File: src/hdl/channel_noise_threshold_calibrator_assert.svh
// assertion macros shared by the calibrator modules
`ifndef CHANNEL_NOISE_THRESHOLD_CALIBRATOR_ASSERT_SVH
`define CHANNEL_NOISE_THRESHOLD_CALIBRATOR_ASSERT_SVH

// same-cycle implication
`define CNTC_ASSERT_NOW(lbl, ante, cons) \
	lbl: assert property (@(posedge clk) disable iff (!arst_n) (ante) |-> (cons)) \
		else $error("calibrator assertion failed");

// next-cycle implication
`define CNTC_ASSERT_NEXT(lbl, ante, cons) \
	lbl: assert property (@(posedge clk) disable iff (!arst_n) (ante) |=> (cons)) \
		else $error("calibrator assertion failed");

`endif

File: src/hdl/cntc_pkg.sv
// shared constants of the noise threshold calibrator
package cntc_pkg;

	localparam int WAVE_SAMPLES_DEF          = 512;
	localparam int NUM_FRONTENDS_DEF         = 32;
	localparam int CHANNELS_PER_FRONTEND_DEF = 64;
	localparam int SAMPLE_BITS_DEF           = 12;

	localparam int QUEUE_DEPTH    = 4;
	localparam int SAMPLE_FIELD_W = 12;
	localparam int SIGMA_W        = 6;
	localparam int DFLT_W         = 16;
	localparam int TSUM_W         = 32;
	localparam int TCNT_W         = 16;
	localparam int OUT_W          = 16;

	localparam logic [SIGMA_W-1:0] SIGMA_RESET = 6'd15;
	localparam logic [DFLT_W-1:0]  DFLT_RESET  = 16'd590;

	localparam logic CMD_SAMPLE = 1'b0;
	localparam logic CMD_READ   = 1'b1;

	localparam logic REG_SIGMA   = 1'b0;
	localparam logic REG_DEFAULT = 1'b1;

endpackage

File: src/hdl/cntc_fifo.sv
// job queue between front and back parts
`include "channel_noise_threshold_calibrator_assert.svh"

module cntc_fifo #(
	parameter int W     = 8,
	parameter int DEPTH = cntc_pkg::QUEUE_DEPTH
) (
	input  logic clk,
	input  logic arst_n,
	input  logic push,
	input  logic [W-1:0] wdata,
	input  logic pop,
	output logic [W-1:0] rdata,
	output logic full,
	output logic empty
);
	localparam int PTR_W = (DEPTH > 1) ? $clog2(DEPTH) : 1;
	localparam int CNT_W = $clog2(DEPTH+1);

	logic [W-1:0] mem_q [DEPTH];
	logic [PTR_W-1:0] wr_q, rd_q;
	logic [CNT_W-1:0] cnt_q;

	assign full  = cnt_q == CNT_W'(DEPTH);
	assign empty = cnt_q == '0;
	assign rdata = mem_q[rd_q];

	always_ff @(posedge clk) begin
		if (push) begin
			mem_q[wr_q] <= wdata;
		end
	end

	always_ff @(posedge clk or negedge arst_n) begin
		if (!arst_n) begin
			wr_q  <= '0;
			rd_q  <= '0;
			cnt_q <= '0;
		end else begin
			if (push) begin
				wr_q <= (wr_q == PTR_W'(DEPTH-1)) ? '0 : wr_q + PTR_W'(1);
			end
			if (pop) begin
				rd_q <= (rd_q == PTR_W'(DEPTH-1)) ? '0 : rd_q + PTR_W'(1);
			end
			if (push && !pop) begin
				cnt_q <= cnt_q + CNT_W'(1);
			end else if (pop && !push) begin
				cnt_q <= cnt_q - CNT_W'(1);
			end
		end
	end

	`CNTC_ASSERT_NOW(a_no_overflow, push, !full)

endmodule

File: config.mk
export PLATFORM = sky130hd
export DESIGN_NAME = cntc_fifo
export DESIGN_NICKNAME = d
export VERILOG_FILES = /design/src/hdl/cntc_pkg.sv /design/src/hdl/cntc_fifo.sv
export VERILOG_INCLUDE_DIRS = /design/src /design/src/hdl
export SDC_FILE = /design/constraint.sdc
export NUM_CORES = 1
export LEC_CHECK = 0
export ABC_AREA = 1
export BUFFER_PORTS_ARGS = -buffer_cell sky130_fd_sc_hd__clkbuf_2
export CAP_MARGIN = 30
export CORE_UTILIZATION = 50
export CTS_CLUSTER_DIAMETER = 30
export DETAILED_ROUTE_END_ITERATION = 7
export GPL_ROUTABILITY_DRIVEN = 0
export PLACE_DENSITY = 0.71
export SKIP_LAST_GASP = 1
export SYNTH_ARGS = -nofsm -noshare
export SYNTH_HDL_FRONTEND = slang
export SYNTH_SLANG_ARGS = --single-unit
File: constraint.sdc
create_clock -name clk -period 3.5 [get_ports clk]
set_clock_uncertainty 0.2 [all_clocks]
set_input_delay 0.35 -clock clk [delete_from_list [all_inputs] [get_ports clk]]
set_output_delay 0.35 -clock clk [all_outputs]
set_load 0.01 [all_outputs]
==> key figures <==
Floorplan
  – Starting density of the core: 0.5401
  – Num rows: 20
  – Die ar.: roughly 0.0036 mm^2
  – Chip height: 60.36 um
  – Num ports: 22
  – Die width: slightly above 60 um
  – Core ar.: about 0.0032 mm^2

Yosys
  – Synth area leaders: edfxtp_1 (56%), dfrtp_1 (10%), nand2_1 (8.4%)
  – Syn avg cell area: 11.83 um^2
  – Top cell type's share of synthesized area: 0.5643
  – Async S/R FF share, synth: 0.1795
  – Synthesized area: around 0.0017 mm^2
  – FF+latch count, synth: 39
  – Synth area leader: edfxtp_1
  – Top cells by count, synth: nand2_1 (38), edfxtp_1 (32), inv_1 (27)
  – Warnings, synthesis: 0
  – Seq/Total Area, Yosys: 0.6672
  – Distinct cells, synth: 17
  – Post-Synthesis Cells: 144
  – Post-synth top flop: edfxtp_1
  – Most common cell in the netlist: nand2_1
  – Synth Net Count: ~160
  – Post-synth EDFFs: 32

Clock tree
  – Post-CTS Setup Inserts: 0
  – Worst-path clk slew: between 100 and 150 ps
  – Clock root buffer: clkbuf_4
  – Clock Tree Buf Depth: 2
  – CTS tree: built
  – Clock latency on the worst-skew pair: 330 ps
  – CTS buffer count: 5
  – H-tree levels: 2
  – CTS Sinks: 39

Placement
  – Half-perimeter wire length after placement: roughly 1800 um
  – PortBufs: 21

Global route
  – Largest net degree at the start of global routing: 34
  – Vias in the first global route: slightly above 1000
  – GRT Residual Overflow: 0
  – First-pass GRT wire length: ~4500 um
  – GR Util All Layers: 0.1846
  – Initial antenna violation count: 0

Timing
  – Final Max Tran Viols: 0
  – Sum Neg Setup Slack: 0 ps
  – Endpoints failing setup: 0
  – Endpoints failing hold: 0
  – Fmax: around 470 MHz
  – RSZ-0062 raised after global routing: no
  – Slew headroom: 0.6700
  – Hold_ws: 29.74 ps
  – Final Critical Period: roughly 2100 ps
  – Least-Margin Pin Slew: 494.3 ps
  – Tcrit/Tclk final: 0.6081

Detailed routing
  – Wirelength per Cell: roughly 13 um
  – Drc violations: 0
  – DRT antenna net count: 0
  – Vias/cell: ~4.8
  – DR vias: 1026
  – DRT iter0 DRCs: 22
  – Routed WL: approximately 2700 um
  – First drt pass iteration count: 4

Pwr
  – Lkg Pwr: between 0.8 and 0.9 nW
  – Tot Pwr: between 0.001 and 0.0015 W
  – Power Density: just over 700 mW/mm^2
  – VDD IR max: approximately 360 uV

Worst setup path
  – Worst setup SP type: register
  – Crit end category: output port
  – Worst Reg-to-Reg Cells: 4
  – R2r setup slk: just under 2000 ps
  – Crit path top cell by count: nand2_1
  – Crit path DAT: 1580 ps
  – Crit-path max FO: 33
  – WS Path Type: reg -> out
  – CP required: about 3000 ps
  – Crit path buf inv count: 2
  – Worst-path cell chain: inv_2 > nand2_1 > o211ai_1 > nand2_1 > clkbuf_2
  – Crit-path slowest cell: dfrtp_1
  – Stages on worst setup path: 5
  – CP peak stage delay: roughly 420 ps
  – Top Family by Delay on Critical Path: buffers and inverters

Hold path
  – Worst Hold Class: in -> reg
  – Worst Hold Path Cells: 1

Finish
  – Share of layout cells above drive strength 1: 0.1637
  – Antenna cells: 0
  – Area growth syn-to-layout: 11.02%
  – Layout net count: 189

Outcome
  – Outcome: finished, final reports clean

Job
  – Max-cap viol count: 0
layout by cell type, fill, tap and decap left out, types with 4 or more instances in the layout:
| cell type | n |
|---|---|
| clkbuf_2 | 21 |
| clkbuf_4 | 5 |
| dfrtp_1 | 7 |
| edfxtp_1 | 32 |
| ha_1 | 6 |
| inv_1 | 27 |
| nand2_1 | 38 |
| o211ai_1 | 16 |
| o21ai_0 | 4 |
layout make-up:
| cell class | instances | area [um^2] |
|---|---|---|
| fill | 284 | 1262 |
| sequential | 39 | 1136 |
| multi-input combinational | 72 | 416.7 |
| timing repair buffer | 23 | 125.1 |
| inverter | 29 | 108.9 |
| tap | 44 | 55.05 |
| clock buffer | 6 | 41.29 |
| clock inverter | 2 | 7.507 |
what timing repair did:
item / CTS / global route
resized for setup: 0 / 0
hold buffers: 2 / 0
endpoints found under the hold margin: 11 / 0
power by group:
group	internal [W]	total, W	switching (W)
clock network	0.0000744	0.000205	0.000131
registers	0.000616	0.000686	0.0000706
logic	0.000170	0.000463	0.000293
total	0.000860	0.00135	0.000495
path summary, 6_finish.rpt:
kind / from / end
worst max-delay path: rd_q[0] / rdata[4]
worst min-delay path: wdata[6] / mem_q[3][6]
worst max register to register: wr_q[0] / mem_q[2][4]
worst min register to register: cnt_q[2] / cnt_q[2]
max in group asynchronous: arst_n / wr_q[1]
min in group asynchronous: arst_n / cnt_q[2]
layer usage:
metal	vias to the layer above	GRT usage	part of all wire
li1	534	-	-
met1	464	0.2159	0.46
met2	23	0.3077	0.50
met3	5	0.04691	0.033
met4	0	0.1096	0.014
met5	-	0	0
stage by stage:
| stage | area (um^2) | util | instances | setup slack, ps |
|---|---|---|---|---|
| finish | 1891 | 0.5996 | 215 | 1372 |
| global route | 1891 | 0.5996 | 215 | 1192 |
| CTS | 1891 | 0.5996 | 215 | 1342 |
| detailed placement | 1822 | 0.5778 | 205 | 1733 |
| global placement | 1822 | 0.5778 | 205 | 1807 |
| floorplan | 1703 | - | 144 | 1991 |
state kept, by name, summed over array words and instances, names as in the netlist:
signal,cells
cnt_q,3
mem_q,32
wr_q,2
rd_q,2
worst register-to-register path, stage by stage, from the launching register on:
cell     delay [ps]
dfrtp_1         430
inv_1           100
ha_1            140
nand2_1          60
inv_1           310
logic make-up (layout without fill, tap and decap cells):
| kind of cell | after synthesis | count (layout) | synth area share |
|---|---|---|---|
| fa+ha+maj | 7 | 7 | 0.05584 |
| xor+xnor | 1 | 1 | 0.005144 |
| buf+inv | 33 | 60 | 0.08817 |
| compound gates | 21 | 21 | 0.08523 |
| simple gates | 43 | 43 | 0.09846 |
| flops | 39 | 39 | 0.6672 |
Note: power is estimated with default switching activity, not from simulation.
