$ cat src/hdl/channel_noise_threshold_calibrator_assert.svh
// assertion macros shared by the calibrator modules
`ifndef CHANNEL_NOISE_THRESHOLD_CALIBRATOR_ASSERT_SVH
`define CHANNEL_NOISE_THRESHOLD_CALIBRATOR_ASSERT_SVH

// same-cycle implication
`define CNTC_ASSERT_NOW(lbl, ante, cons) \
	lbl: assert property (@(posedge clk) disable iff (!arst_n) (ante) |-> (cons)) \
		else $error("calibrator assertion failed");

// next-cycle implication
`define CNTC_ASSERT_NEXT(lbl, ante, cons) \
	lbl: assert property (@(posedge clk) disable iff (!arst_n) (ante) |=> (cons)) \
		else $error("calibrator assertion failed");

`endif

$ cat src/hdl/cntc_pkg.sv
// shared constants of the noise threshold calibrator
package cntc_pkg;

	localparam int WAVE_SAMPLES_DEF          = 512;
	localparam int NUM_FRONTENDS_DEF         = 32;
	localparam int CHANNELS_PER_FRONTEND_DEF = 64;
	localparam int SAMPLE_BITS_DEF           = 12;

	localparam int QUEUE_DEPTH    = 4;
	localparam int SAMPLE_FIELD_W = 12;
	localparam int SIGMA_W        = 6;
	localparam int DFLT_W         = 16;
	localparam int TSUM_W         = 32;
	localparam int TCNT_W         = 16;
	localparam int OUT_W          = 16;

	localparam logic [SIGMA_W-1:0] SIGMA_RESET = 6'd15;
	localparam logic [DFLT_W-1:0]  DFLT_RESET  = 16'd590;

	localparam logic CMD_SAMPLE = 1'b0;
	localparam logic CMD_READ   = 1'b1;

	localparam logic REG_SIGMA   = 1'b0;
	localparam logic REG_DEFAULT = 1'b1;

endpackage

$ cat src/hdl/cntc_front.sv
// front part: waveform accumulation and job classification
module cntc_front #(
	parameter int WAVE_SAMPLES          = cntc_pkg::WAVE_SAMPLES_DEF,
	parameter int NUM_FRONTENDS         = cntc_pkg::NUM_FRONTENDS_DEF,
	parameter int CHANNELS_PER_FRONTEND = cntc_pkg::CHANNELS_PER_FRONTEND_DEF,
	parameter int SAMPLE_BITS           = cntc_pkg::SAMPLE_BITS_DEF
) (
	input  logic clk,
	input  logic arst_n,
	input  logic in_valid,
	output logic in_ready,
	input  logic cmd,
	input  logic [7:0] frontend_id,
	input  logic [6:0] channel_number,
	input  logic [cntc_pkg::SAMPLE_FIELD_W-1:0] sample_value,
	input  logic last_sample,
	input  logic full,
	input  logic clearing,
	output logic push,
	output logic [1+((NUM_FRONTENDS*CHANNELS_PER_FRONTEND > 1) ?
		$clog2(NUM_FRONTENDS*CHANNELS_PER_FRONTEND) : 1) +
		3*SAMPLE_BITS + 3*$clog2(WAVE_SAMPLES+1)-1:0] job
);
	localparam int LEN_W = $clog2(WAVE_SAMPLES+1);
	localparam int SUM_W = SAMPLE_BITS + LEN_W;
	localparam int SQ_W  = 2*SAMPLE_BITS + LEN_W;
	localparam int DEPTH = NUM_FRONTENDS * CHANNELS_PER_FRONTEND;
	localparam int IDX_W = (DEPTH > 1) ? $clog2(DEPTH) : 1;

	logic [SAMPLE_BITS-1:0] samp;
	logic [2*SAMPLE_BITS-1:0] samp_sq;
	logic [SUM_W-1:0] sum_q, sum_nx;
	logic [SQ_W-1:0] sq_q, sq_nx;
	logic [LEN_W-1:0] len_q, len_nx;
	logic acc_en, addr_ok, accept;
	logic [15:0] idx_full;

	if (SAMPLE_BITS <= cntc_pkg::SAMPLE_FIELD_W) begin : g_trunc
		assign samp = sample_value[SAMPLE_BITS-1:0];
	end else begin : g_ext
		assign samp = {{(SAMPLE_BITS-cntc_pkg::SAMPLE_FIELD_W){1'b0}}, sample_value};
	end

	assign samp_sq = samp * samp;
	assign acc_en  = len_q < LEN_W'(WAVE_SAMPLES);
	assign sum_nx  = acc_en ? sum_q + SUM_W'(samp) : sum_q;
	assign sq_nx   = acc_en ? sq_q + SQ_W'(samp_sq) : sq_q;
	assign len_nx  = acc_en ? len_q + LEN_W'(1) : len_q;

	assign addr_ok  = ({1'b0, frontend_id} < 9'(NUM_FRONTENDS)) &&
		({1'b0, channel_number} < 8'(CHANNELS_PER_FRONTEND));
	assign idx_full = 16'(frontend_id) * 16'(CHANNELS_PER_FRONTEND) + 16'(channel_number);

	assign in_ready = !clearing && !full;
	assign accept   = in_valid && in_ready;
	assign push     = accept && addr_ok && (cmd == cntc_pkg::CMD_READ || last_sample);
	assign job      = {cmd, idx_full[IDX_W-1:0], sum_nx, sq_nx, len_nx};

	always_ff @(posedge clk or negedge arst_n) begin
		if (!arst_n) begin
			sum_q <= '0;
			sq_q  <= '0;
			len_q <= '0;
		end else if (accept && cmd == cntc_pkg::CMD_SAMPLE) begin
			if (last_sample) begin
				sum_q <= '0;
				sq_q  <= '0;
				len_q <= '0;
			end else begin
				sum_q <= sum_nx;
				sq_q  <= sq_nx;
				len_q <= len_nx;
			end
		end
	end

endmodule

$ cat config.mk
export PLATFORM = sky130hd
export DESIGN_NAME = cntc_front
export DESIGN_NICKNAME = d
export VERILOG_FILES = /design/src/hdl/channel_noise_threshold_calibrator_assert.svh /design/src/hdl/cntc_pkg.sv /design/src/hdl/cntc_front.sv
export SDC_FILE = /design/constraint.sdc
export NUM_CORES = 1
export LEC_CHECK = 0
export ABC_AREA = 1
export BUFFER_PORTS_ARGS = -buffer_cell sky130_fd_sc_hd__buf_2
export CORE_MARGIN = 5
export CORE_UTILIZATION = 45
export DETAILED_ROUTE_END_ITERATION = 7
export GPL_TIMING_DRIVEN = 0
export PLACE_DENSITY = 0.68
export SYNTH_ARGS = -nofsm -noshare
export SYNTH_HDL_FRONTEND = slang
export SYNTH_SLANG_ARGS = --single-unit
$ cat constraint.sdc
create_clock -name clk -period 6.4 [get_ports clk]
set_clock_uncertainty 0.1 [all_clocks]
set_input_delay 0.64 -clock clk [delete_from_list [all_inputs] [get_ports clk]]
set_output_delay 0.64 -clock clk [all_outputs]
set_load 0.01 [all_outputs]
==> flow_summary.rst, run 1 <==
.. list-table::
   :header-rows: 1

   * - Metric
     - Value
   * - Run status
     - completed
   * - Largest net degree at the start of global routing
     - 63
   * - Clock-pin slew on the worst setup and hold paths
     - 0.06 ns
   * - Final worst-path cycle share
     - 96.5%
   * - Number of I/O pins
     - 114
   * - Via count normalized by instance count
     - 4.93
   * - Worst reg-to-reg setup slack
     - 2.00 ns
   * - Max frequency
     - 0.162 GHz
   * - Filler instances
     - 2268
   * - Syn_area_per_cell
     - 6.82 sq um
   * - Net count after synthesis
     - 1706
   * - Hold path startpoint
     - sq_q[19]$_DFFE_PN0P_
   * - Total length of routed wires
     - 29200 um
   * - Most common cell after layout, fill and taps aside
     - nand2_1
   * - Final period demand of the worst path
     - 6.18 ns
   * - First-pass iteration count of the detailed router
     - 5
   * - Smallest setup slack after layout
     - 0.224 ns
   * - Maximum level of the CTS H-tree
     - 3
   * - Std-Cell Rows
     - 55
   * - Kind of path behind the tightest hold check
     - reg2reg
   * - Antenna diode count
     - 0
   * - Initial drt markers
     - 683
   * - Wire length of the first global-routing pass
     - 47200 um
   * - Vias
     - 9373
   * - Core region area
     - 0.0224 sq mm
   * - WP data required
     - 5.66 ns
   * - Slew Limit Fails
     - 0
   * - Vias in the first global route
     - 9258
   * - Yosys synthesis warning count
     - 0
   * - Clk root buf
     - clkbuf_16
   * - Pre-CTS setup slack
     - -0.388 ns
   * - Type of element launching the critical path
     - input port
   * - Reg2reg end
     - sq_q[19]$_DFFE_PN0P_
   * - Number of sinks driven by the clock tree
     - 66
   * - FF+latch count, synth
     - 66
   * - Proportion of layout cells with a drive suffix above 1
     - 16.1%
   * - Overall Global Routing Usage
     - 22.9%
   * - Initial antenna violation count
     - 0
   * - Final hold viol count
     - 0
   * - FF-to-FF Start
     - sq_q[8]$_DFFE_PN0P_
   * - Maximum fanout count along the critical path
     - 10
   * - Cts bufs inserted
     - 9
   * - Max-slew headroom at the worst pin
     - 40.0%
   * - Area overhead of the layout relative to synthesis
     - 15.8%
   * - Routed WL per cell
     - 15.4 um
   * - Die height
     - 160 um
   * - DRC violations left
     - 0
   * - End point of the worst hold path
     - sq_q[19]$_DFFE_PN0P_
   * - Total setup violations reported at the end of the flow
     - 0
   * - Number of cells on the worst hold path
     - 2
   * - WP data arrival
     - 5.44 ns
   * - Initial cell density of the core
     - 45.3%
   * - Total Die Area
     - 0.0257 sq mm
   * - DP HPWL
     - 23700 um
   * - Cells after Synth
     - 1490
   * - TritonCTS clock tree
     - yes
   * - Highest-count cells in the layout ignoring fill and taps
     - 422 x nand2_1, 380 x inv_1, 112 x buf_2, 101 x fa_1, 82 x nand3_1
   * - Number of nets with antenna violations after routing
     - 0
   * - Later-pin clock latency in the skew report
     - 0.35 ns
   * - Count of cell types in the netlist
     - 42
   * - Critical path type
     - in2out
   * - Die extent in x
     - 160 um
   * - Transition time of the tightest slew-check pin
     - 0.900 ns
   * - Max-cap violation count
     - 0
   * - Type of element capturing the critical path
     - primary output
   * - Sequential fraction of the synthesis area
     - 16.3%
   * - Worst reg2reg path depth
     - 20
   * - Maximum buffer depth of the clock tree
     - 2
   * - Total standard cell area after synthesis
     - 0.0102 sq mm
   * - Nets@finish
     - 1828
   * - GRT Residual Overflow
     - 0
   * - GPL Wtd Cong
     - 0.930
   * - Number of I/O port buffers
     - 107
worst max-delay path by stage:
stage,from,end,slack (ns),cells past startpoint
2_1_floorplan,sample_value[2],job[29],0.57,21
3_3_place_gp,sample_value[10],job[29],-0.39,23
3_5_place_dp,sample_value[10],job[25],-0.39,24
4_1_cts,sample_value[1],job[27],0.006,25
5_1_grt,sample_value[2],job[29],-0.01,23
6_report,sample_value[10],job[27],0.22,25
worst max-delay path, cell delays in order:
cell	delay (ns)
buf_4	0.16
buf_8	0.16
nand2_1	0.10
fa_1	0.55
inv_1	0.06
fa_1	0.53
inv_1	0.05
fa_1	0.53
inv_1	0.05
fa_1	0.52
inv_1	0.05
fa_1	0.55
inv_1	0.08
ha_4	0.30
nand2_2	0.07
nor2_2	0.12
inv_1	0.09
nor2_4	0.11
nand2_1	0.07
nand2_2	0.12
xnor2_2	0.12
nand2_1	0.09
nand2_1	0.12
inv_1	0.05
buf_2	0.13
state kept, by name (all words and copies together) (netlist names):
name / flops
sum_q: 22
len_q: 10
sq_q: 34
cells in the mapped netlist (all sizes together):
library cell | instances | area share (%)
o21ai | 54 | 2.7
ha | 81 | 10
o21a | 5 | 0.37
o41ai | 1 | 0.086
nand2 | 451 | 17
and2 | 13 | 0.80
fa | 101 | 20
o21bai | 5 | 0.37
a21oi | 32 | 1.7
a31oi | 1 | 0.062
buf | 25 | 1.5
mux2i | 1 | 0.099
a21o | 2 | 0.15
inv | 387 | 14
clkbuf | 21 | 0.78
o22ai | 9 | 0.55
dfrtp | 66 | 16
nand3b | 8 | 0.59
a31o | 1 | 0.086
nand4 | 13 | 0.80
xor2 | 12 | 1.0
nor3 | 7 | 0.39
or2 | 19 | 1.2
nor2b | 1 | 0.062
nand3 | 88 | 4.5
nor4 | 3 | 0.18
xnor2 | 7 | 0.60
nor2 | 67 | 3.0
a21boi | 1 | 0.074
a22o | 8 | 0.69
final cells by class:
class / instances / area (sq um) / area share (%)
repair buffers: 112 / 613 / 5.21
plain buffers: 45 / 323 / 2.75
flip-flops and latches: 66 / 1650 / 14.0
inverters: 387 / 1450 / 12.4
well taps: 285 / 357 / 3.03
clock inverters: 6 / 113 / 0.958
clock buffers: 10 / 229 / 1.95
multi-input cells: 991 / 7020 / 59.7
through the flow:
stage                     util, %  std cells  setup TNS (ns)  hold slack (ns)  instance area (sq um)
after floorplan                 -       1490               0            0.244                  10200
after global placement       49.2       1882           -6.61            0.363                  11000
after detailed placement     49.4       1883           -6.91            0.358                  11100
after CTS                    51.2       1899               0            0.383                  11500
after global routing         52.4       1902         -0.0155            0.425                  11800
final                        52.4       1902               0            0.379                  11800
logic make-up (layout without fill, tap and decap cells):
group / Yosys count / after routing / synth area share (%)
flops: 66 / 66 / 16.3
compound gates: 119 / 119 / 6.83
xor+xnor: 19 / 19 / 1.64
mux: 1 / 1 / 0.0986
buf+inv: 433 / 560 / 16.6
fa+ha+maj: 182 / 182 / 29.9
simple gates: 670 / 670 / 28.7
per-layer routing:
metal | share of wire (%) | vias to the layer above | track usage [%] | routed length [um]
met2 | 47 | 209 | 37.9 | 13800
met1 | 46 | 4450 | 31.2 | 13500
li1 | - | 4667 | - | -
met5 | 0 | - | 0 | 0
met3 | 4.2 | 47 | 3.20 | 1240
met4 | 2.4 | 0 | 7.35 | 713
what timing repair did:
| item | 4_1_cts | 5_1_grt |
|---|---|---|
| endpoints found under the setup margin | 24 | 26 |
| setup buffers | 0 | 3 |
| hold endpoints to repair | 4 | 0 |
| resized for setup | 25 | 73 |
| hold buffers | 1 | 0 |
| pin swaps | 0 | 8 |
Power of run 1 is left out: the tool's default activity adds up to more than one toggle a clock period on the data nets, which glitch-free logic cannot reach.
==> inputs of run 2 (changes only) <==
CTS_BUF_LIST = sky130_fd_sc_hd__clkbuf_8   (was default)
clock period = 7.2 ns   (was 6.4 ns; I/O delays follow)
==> run 2 against run 1 <==
  * Hold slack lost 0.36 ns
  * Global-route usage about the same
  * Die area unchanged
  * Highest routed layer unchanged
  * Register-to-register slack improved by 0.74 ns
  * Routed wire length fell by 1.0%
  * Via count decreased by 0.34%
  * Flip-flop and latch count did not move
  * Critical path depth down 2
  * Sequential share of layout area grew 0.56 points
  * Final cell count shrank 0.37%
==> flow_summary.rst, run 2 (synthesis gave the netlist of run 1 again) <==
.. list-table::
   :header-rows: 1

   * - Metric
     - Value
   * - Run status
     - completed
   * - Final hold viol count
     - 0 (unchanged)
   * - Std-Cell Rows
     - 55 (unchanged)
   * - Maximum fanout count along the critical path
     - 10 (unchanged)
   * - Die extent in x
     - 160 um (unchanged)
   * - Largest net degree at the start of global routing
     - 63 (unchanged)
   * - Clk root buf
     - clkbuf_8
   * - Vias in the first global route
     - 9218 (-0.43%)
   * - GPL Wtd Cong
     - 0.930 (unchanged)
   * - Wire length of the first global-routing pass
     - 47000 um (-0.29%)
   * - Maximum level of the CTS H-tree
     - 3 (unchanged)
   * - Area overhead of the layout relative to synthesis
     - 11.3%
   * - Maximum buffer depth of the clock tree
     - 2 (unchanged)
   * - Final worst-path cycle share
     - 96.4%
   * - TritonCTS clock tree
     - yes
   * - Total length of routed wires
     - 28900 um (-1.0%)
   * - Transition time of the tightest slew-check pin
     - 0.890 ns (-0.00926 ns)
   * - Largest registers
     - sq_q x34, sum_q x22, len_q x10
   * - Setup total negative slack
     - 0 ns (unchanged)
   * - Flip-flop count of the largest register, all copies and words added
     - 34 (unchanged)
   * - Initial antenna violation count
     - 0 (unchanged)
   * - Routed WL per cell
     - 15.3 um (-0.64%)
   * - Slew Limit Fails
     - 0 (unchanged)
   * - Filler instances
     - 2342 (+3.3%)
   * - Number of nets with antenna violations after routing
     - 0 (unchanged)
   * - DP HPWL
     - 23700 um (unchanged)
   * - First-pass iteration count of the detailed router
     - 7 (+2)
   * - Worst Hold Slack
     - 0.0192 ns (-0.359 ns)
   * - Overall Global Routing Usage
     - 22.9% (-0.029 points)
   * - Largest reg by FF count
     - sq_q
   * - Initial drt markers
     - 605 (-11%)
   * - Initial cell density of the core
     - 45.3% (unchanged)
   * - Nets@finish
     - 1821 (-0.38%)
   * - Number of sinks driven by the clock tree
     - 66 (unchanged)
   * - Post-CTS Hold Fix Bufs
     - 0 (-1)
   * - Final period demand of the worst path
     - 6.94 ns
   * - Via count normalized by instance count
     - 4.93 (about the same)
   * - Cts bufs inserted
     - 9 (unchanged)
   * - Proportion of layout cells with a drive suffix above 1
     - 13.4% (-2.7 points)
   * - DRC violations left
     - 0 (unchanged)
   * - Unrepaired setup endpoints after global routing
     - false
   * - Core region area
     - 0.0224 sq mm (unchanged)
   * - Type of element capturing the critical path
     - primary output
   * - Vias
     - 9341 (-0.34%)
   * - Type of element launching the critical path
     - input port
   * - Number of I/O port buffers
     - 107 (unchanged)
   * - Clock-pin slew on the worst setup and hold paths
     - 0.09 ns (+0.03 ns)
   * - Max frequency
     - 0.144 GHz
   * - Later-pin clock latency in the skew report
     - 0.39 ns (+0.04 ns)
   * - GRT Residual Overflow
     - 0 (unchanged)
   * - Final Util
     - 50.4% (-2.0 points)
   * - Max-cap violation count
     - 0 (unchanged)
   * - Total Die Area
     - 0.0257 sq mm (unchanged)
   * - WP data required
     - 6.38 ns (+0.72 ns)
   * - Highest-count cells in the layout ignoring fill and taps
     - 432 x nand2_1, 381 x inv_1, 118 x buf_2, 101 x fa_1, 84 x nand3_1
   * - WP data arrival
     - 6.12 ns (+0.68 ns)
   * - Number of I/O pins
     - 114 (unchanged)
   * - Critical path type
     - in2out
   * - Total setup violations reported at the end of the flow
     - 0 (unchanged)
   * - Kind of path behind the tightest hold check
     - in2async
   * - Die height
     - 160 um (unchanged)
   * - Most common cell after layout, fill and taps aside
     - nand2_1
   * - Antenna diode count
     - 0 (unchanged)
   * - Max-slew headroom at the worst pin
     - 40.6% (+0.62 points)
==> run 2: cell types whose count changed in the layout (fill, tap and decap cells not counted), sizes merged <==
cell,previous run,this run
buf,142,133
clkbuf,24,26
dlygate4sd3,1,0
inv,389,390
==> run 2: critical path, cell delays in order <==
cell and delay (ns):
buf_2 0.15, clkbuf_1 0.57, nand2_1 0.20, fa_1 0.58, inv_1 0.04, ha_1 0.27
inv_1 0.05, fa_1 0.53, inv_1 0.06, fa_1 0.54, inv_1 0.06, fa_1 0.55
inv_1 0.05, ha_1 0.39, nand2_1 0.13, nor2_1 0.17, nand2_1 0.09, nand2_1 0.14
nand2_1 0.07, nand2_1 0.13, xor2_1 0.27, a21boi_0 0.16, buf_2 0.17
==> run 2: layout make-up <==
class	instances	area (sq um)	share of cell area [%]
plain buffers	42	219	1.94
clock buffers	9	124	1.10
multi-input cells	991	6820	60.3
clock inverters	7	116	1.03
flip-flops and latches	66	1650	14.6
inverters	387	1450	12.8
repair buffers	108	566	5.00
well taps	285	357	3.15
==> run 2: per-stage QoR <==
step | cells | cell area, sq um | setup slack (ns)
3_5_place_dp | 1883 | 11100 | 0.252
3_3_place_gp | 1882 | 11000 | 0.249
4_1_cts | 1899 | 11300 | 0.222
2_1_floorplan | 1490 | 10200 | 1.21
5_1_grt | 1895 | 11300 | 0.0113
6_report | 1895 | 11300 | 0.261
==> run 2: timing repair <==
item,CTS,global route
gates resized for setup,0,2
endpoints found under the setup margin,0,17
setup buffers,0,0
==> run 2: path summary, 6_finish.rpt <==
path / startpoint / end / slack (ns) / cells after the start
max: sample_value[8] / job[29] / 0.26 / 23
min: arst_n / sq_q[1]$_DFFE_PN0P_ / 0.02 / 1
max reg2reg: sq_q[10]$_DFFE_PN0P_ / sq_q[19]$_DFFE_PN0P_ / 2.74 / 19
min reg2reg: sq_q[19]$_DFFE_PN0P_ / sq_q[19]$_DFFE_PN0P_ / 0.38 / 2
max in group asynchronous: arst_n / sq_q[26]$_DFFE_PN0P_ / 6.42 / 2
min in group clk: sq_q[19]$_DFFE_PN0P_ / sq_q[19]$_DFFE_PN0P_ / 0.38 / 2
==> run 2: per-layer routing <==
layer	up-vias	share of wire, %	track usage (%)
li1	4657	-	-
met1	4391	45	31.2
met2	246	47	37.9
met3	47	5.0	3.48
met4	0	2.4	6.73
met5	-	0	0
Power of run 2 is left out for the same reason.
==> inputs of run 3 (changes only) <==
MAX_ROUTING_LAYER = met4   (was default)
==> run 3 against run 2 <==
  * Count of clock-buffer cells in the layout is 2 higher
  * Highest routed layer unchanged
  * Die area stayed put
  * Setup slack better by 0.056 ns
==> flow_summary.rst, run 3 (synthesis gave the netlist of run 1 again) <==
.. list-table::
   :header-rows: 1

   * - Metric
     - Value
   * - Transition time of the tightest slew-check pin
     - 0.866 ns (-0.0247 ns)
   * - Initial antenna violation count
     - 0 (unchanged)
   * - Largest registers
     - sq_q x34, sum_q x22, len_q x10
   * - CP max stage delay
     - 0.56 ns (-0.02 ns)
   * - Type of element capturing the critical path
     - primary output
   * - Number of I/O pins
     - 114 (unchanged)
   * - Die extent in x
     - 160 um (unchanged)
   * - Type of element launching the critical path
     - input port
   * - Final worst-path cycle share
     - 95.6% (-0.77 points)
   * - Routed WL per cell
     - 15.1 um (-1.1%)
   * - Initial drt markers
     - 603 (-0.33%)
   * - Die height
     - 160 um (unchanged)
   * - Max frequency
     - 0.145 GHz (+0.81%)
   * - Vias in the first global route
     - 9352 (+1.5%)
   * - Critical path type
     - in2out
   * - GRT Residual Overflow
     - 0 (unchanged)
   * - Largest net degree at the start of global routing
     - 62 (-1.6%)
   * - Cell seen most often among critical-path stages
     - inv_1
   * - Most common cell after layout, fill and taps aside
     - nand2_1
   * - WP data required
     - 6.38 ns (about the same)
   * - Sequential cell area
     - 0.00165 sq mm (unchanged)
   * - Pre-CTS setup slack
     - 0.268 ns (+0.0165 ns)
   * - Later-pin clock latency in the skew report
     - 0.38 ns (about the same)
   * - Antenna diode count
     - 0 (unchanged)
   * - Std-Cell Rows
     - 55 (unchanged)
   * - Via count normalized by instance count
     - 4.92 (-0.18%)
   * - Wire length of the first global-routing pass
     - 47000 um (about the same)
   * - Max-slew headroom at the worst pin
     - 42.3% (+1.6 points)
   * - Smallest setup slack after layout
     - 0.317 ns (+0.0557 ns)
   * - Setup total negative slack
     - 0 ns (unchanged)
   * - Number of sinks driven by the clock tree
     - 66 (unchanged)
   * - Maximum fanout count along the critical path
     - 10 (unchanged)
   * - Multi-input logic area
     - 0.00682 sq mm (unchanged)
   * - Max-cap violation count
     - 0 (unchanged)
   * - Cell count along the critical path
     - 23 (unchanged)
   * - Final hold viol count
     - 0 (unchanged)
   * - Buffer and inverter count on the worst path
     - 9 (+1)
   * - Kind of cell adding the most delay to the critical path
     - adder cells
   * - Met2 wire length
     - 13500 um (-1.3%)
   * - Flip-flop count of the largest register, all copies and words added
     - 34 (unchanged)
   * - Overall Global Routing Usage
     - 23.5% (+0.62 points)
   * - Highest-count cells in the layout ignoring fill and taps
     - 432 x nand2_1, 380 x inv_1, 118 x buf_2, 101 x fa_1, 84 x nand3_1
   * - Total setup violations reported at the end of the flow
     - 0 (unchanged)
   * - Detailed route wirelength on metal3
     - 1480 um (+1.9%)
   * - Core region area
     - 0.0224 sq mm (unchanged)
   * - Number of I/O port buffers
     - 107 (unchanged)
   * - Number of nets with antenna violations after routing
     - 0 (unchanged)
   * - Clk root buf
     - clkbuf_8
   * - DP HPWL
     - 23600 um (-0.36%)
   * - Maximum buffer depth of the clock tree
     - 2 (unchanged)
   * - Maximum level of the CTS H-tree
     - 3 (unchanged)
   * - Worst reg-to-reg setup slack
     - 2.78 ns (+0.04 ns)
   * - DRC violations left
     - 0 (unchanged)
   * - TritonCTS clock tree
     - yes
   * - Cell chain of the critical path
     - buf_2 > clkbuf_1 > nand2_1 > fa_1 > inv_1 > fa_1 > inv_1 > fa_1 > inv_1 > fa_1 > inv_1 > fa_1 > inv_1 > ha_1 > nand2_2 > inv_1 > nand2_2 > nor2_1 > nand2_1 > nand2_1 > xor2_1 > a21boi_0 > buf_2
   * - Cts bufs inserted
     - 9 (unchanged)
   * - Vias
     - 9324 (-0.18%)
   * - Reg2reg end
     - sq_q[19]$_DFFE_PN0P_
   * - Filler instances
     - 2311 (-1.3%)
   * - Worst reg2reg path depth
     - 19 (unchanged)
   * - Top metal layer carrying routed signals
     - met4
   * - Nets@finish
     - 1822 (+0.055%)
   * - Slew Limit Fails
     - 0 (unchanged)
   * - WP data arrival
     - 6.06 ns (-0.06 ns)
   * - Initial cell density of the core
     - 45.3% (unchanged)
   * - Worst Hold Slack
     - 0.0378 ns (+0.0186 ns)
   * - Total Die Area
     - 0.0257 sq mm (unchanged)
   * - FF-to-FF Start
     - sq_q[10]$_DFFE_PN0P_
   * - Kind of path behind the tightest hold check
     - in2async
   * - Length of routed wiring on met1
     - 12800 um (-2.1%)
   * - Clock-pin slew on the worst setup and hold paths
     - 0.09 ns (about the same)
   * - Largest reg by FF count
     - sq_q
   * - Total length of routed wires
     - 28600 um (-1.1%)
   * - Proportion of layout cells with a drive suffix above 1
     - 13.4% (+0.062 points)
   * - Run status
     - completed
   * - Final period demand of the worst path
     - 6.88 ns (-0.0557 ns)
   * - First-pass iteration count of the detailed router
     - 5 (-2)
   * - Unrepaired setup endpoints after global routing
     - false
   * - Post-CTS Setup Bufs
     - 0 (unchanged)
   * - Area overhead of the layout relative to synthesis
     - 10.8%
   * - Worst-path cell with the longest stage delay
     - fa_1
   * - Final Util
     - 50.1% (-0.25 points)
   * - GPL Wtd Cong
     - 0.937 (+0.84%)
[run 3: area by class of cell]
class	count	share of cell area, %
Inverter	387	12.9
Clock buffer	11	1.35
Multi-Input combinational cell	991	60.6
Clock inverter	4	0.245
Sequential cell	66	14.7
Timing Repair Buffer	108	5.03
Tap cell	285	3.17
Buffer	43	1.99
[run 3: layer usage]
metal	GRT usage (%)	vias up
met4	7.63	0
met5	-	-
met2	37.4	254
met3	3.69	49
met1	30.9	4355
li1	-	4666
[run 3: worst max path at each step]
stage / from / endpoint
5_1_grt: sample_value[2] / job[24]
2_1_floorplan: sample_value[2] / job[29]
6_report: sample_value[2] / job[29]
3_5_place_dp: sample_value[10] / job[25]
3_3_place_gp: sample_value[10] / job[29]
4_1_cts: sample_value[10] / job[29]
[run 3: worst reg2reg max path, stage by stage (launching register included)]
cell     delay, ns
dfrtp_1       0.34
inv_1         0.09
fa_1          0.54
inv_1         0.05
fa_1          0.46
fa_1          0.50
inv_1         0.06
fa_1          0.54
inv_1         0.06
ha_1          0.38
nand2_1       0.13
nor2_1        0.16
nand2_1       0.08
nand2_1       0.14
nand2_1       0.07
nand2_1       0.13
xor2_1        0.27
nand2_1       0.08
nand3_1       0.07
nand2_1       0.05
[run 3: what timing repair did]
| item | in CTS | in global routing |
|---|---|---|
| endpoints found under the setup margin | 0 | 11 |
| hold buffers | 0 | 0 |
| resized for setup | 0 | 4 |
[run 3: stage by stage]
stage          instance area [sq um]  std cells
3_5_place_dp                   11100       1883
4_1_cts                        11300       1898
5_1_grt                        11200       1895
2_1_floorplan                  10200       1490
3_3_place_gp                   11000       1882
6_report                       11200       1895
Power of run 3 is left out for the same reason.
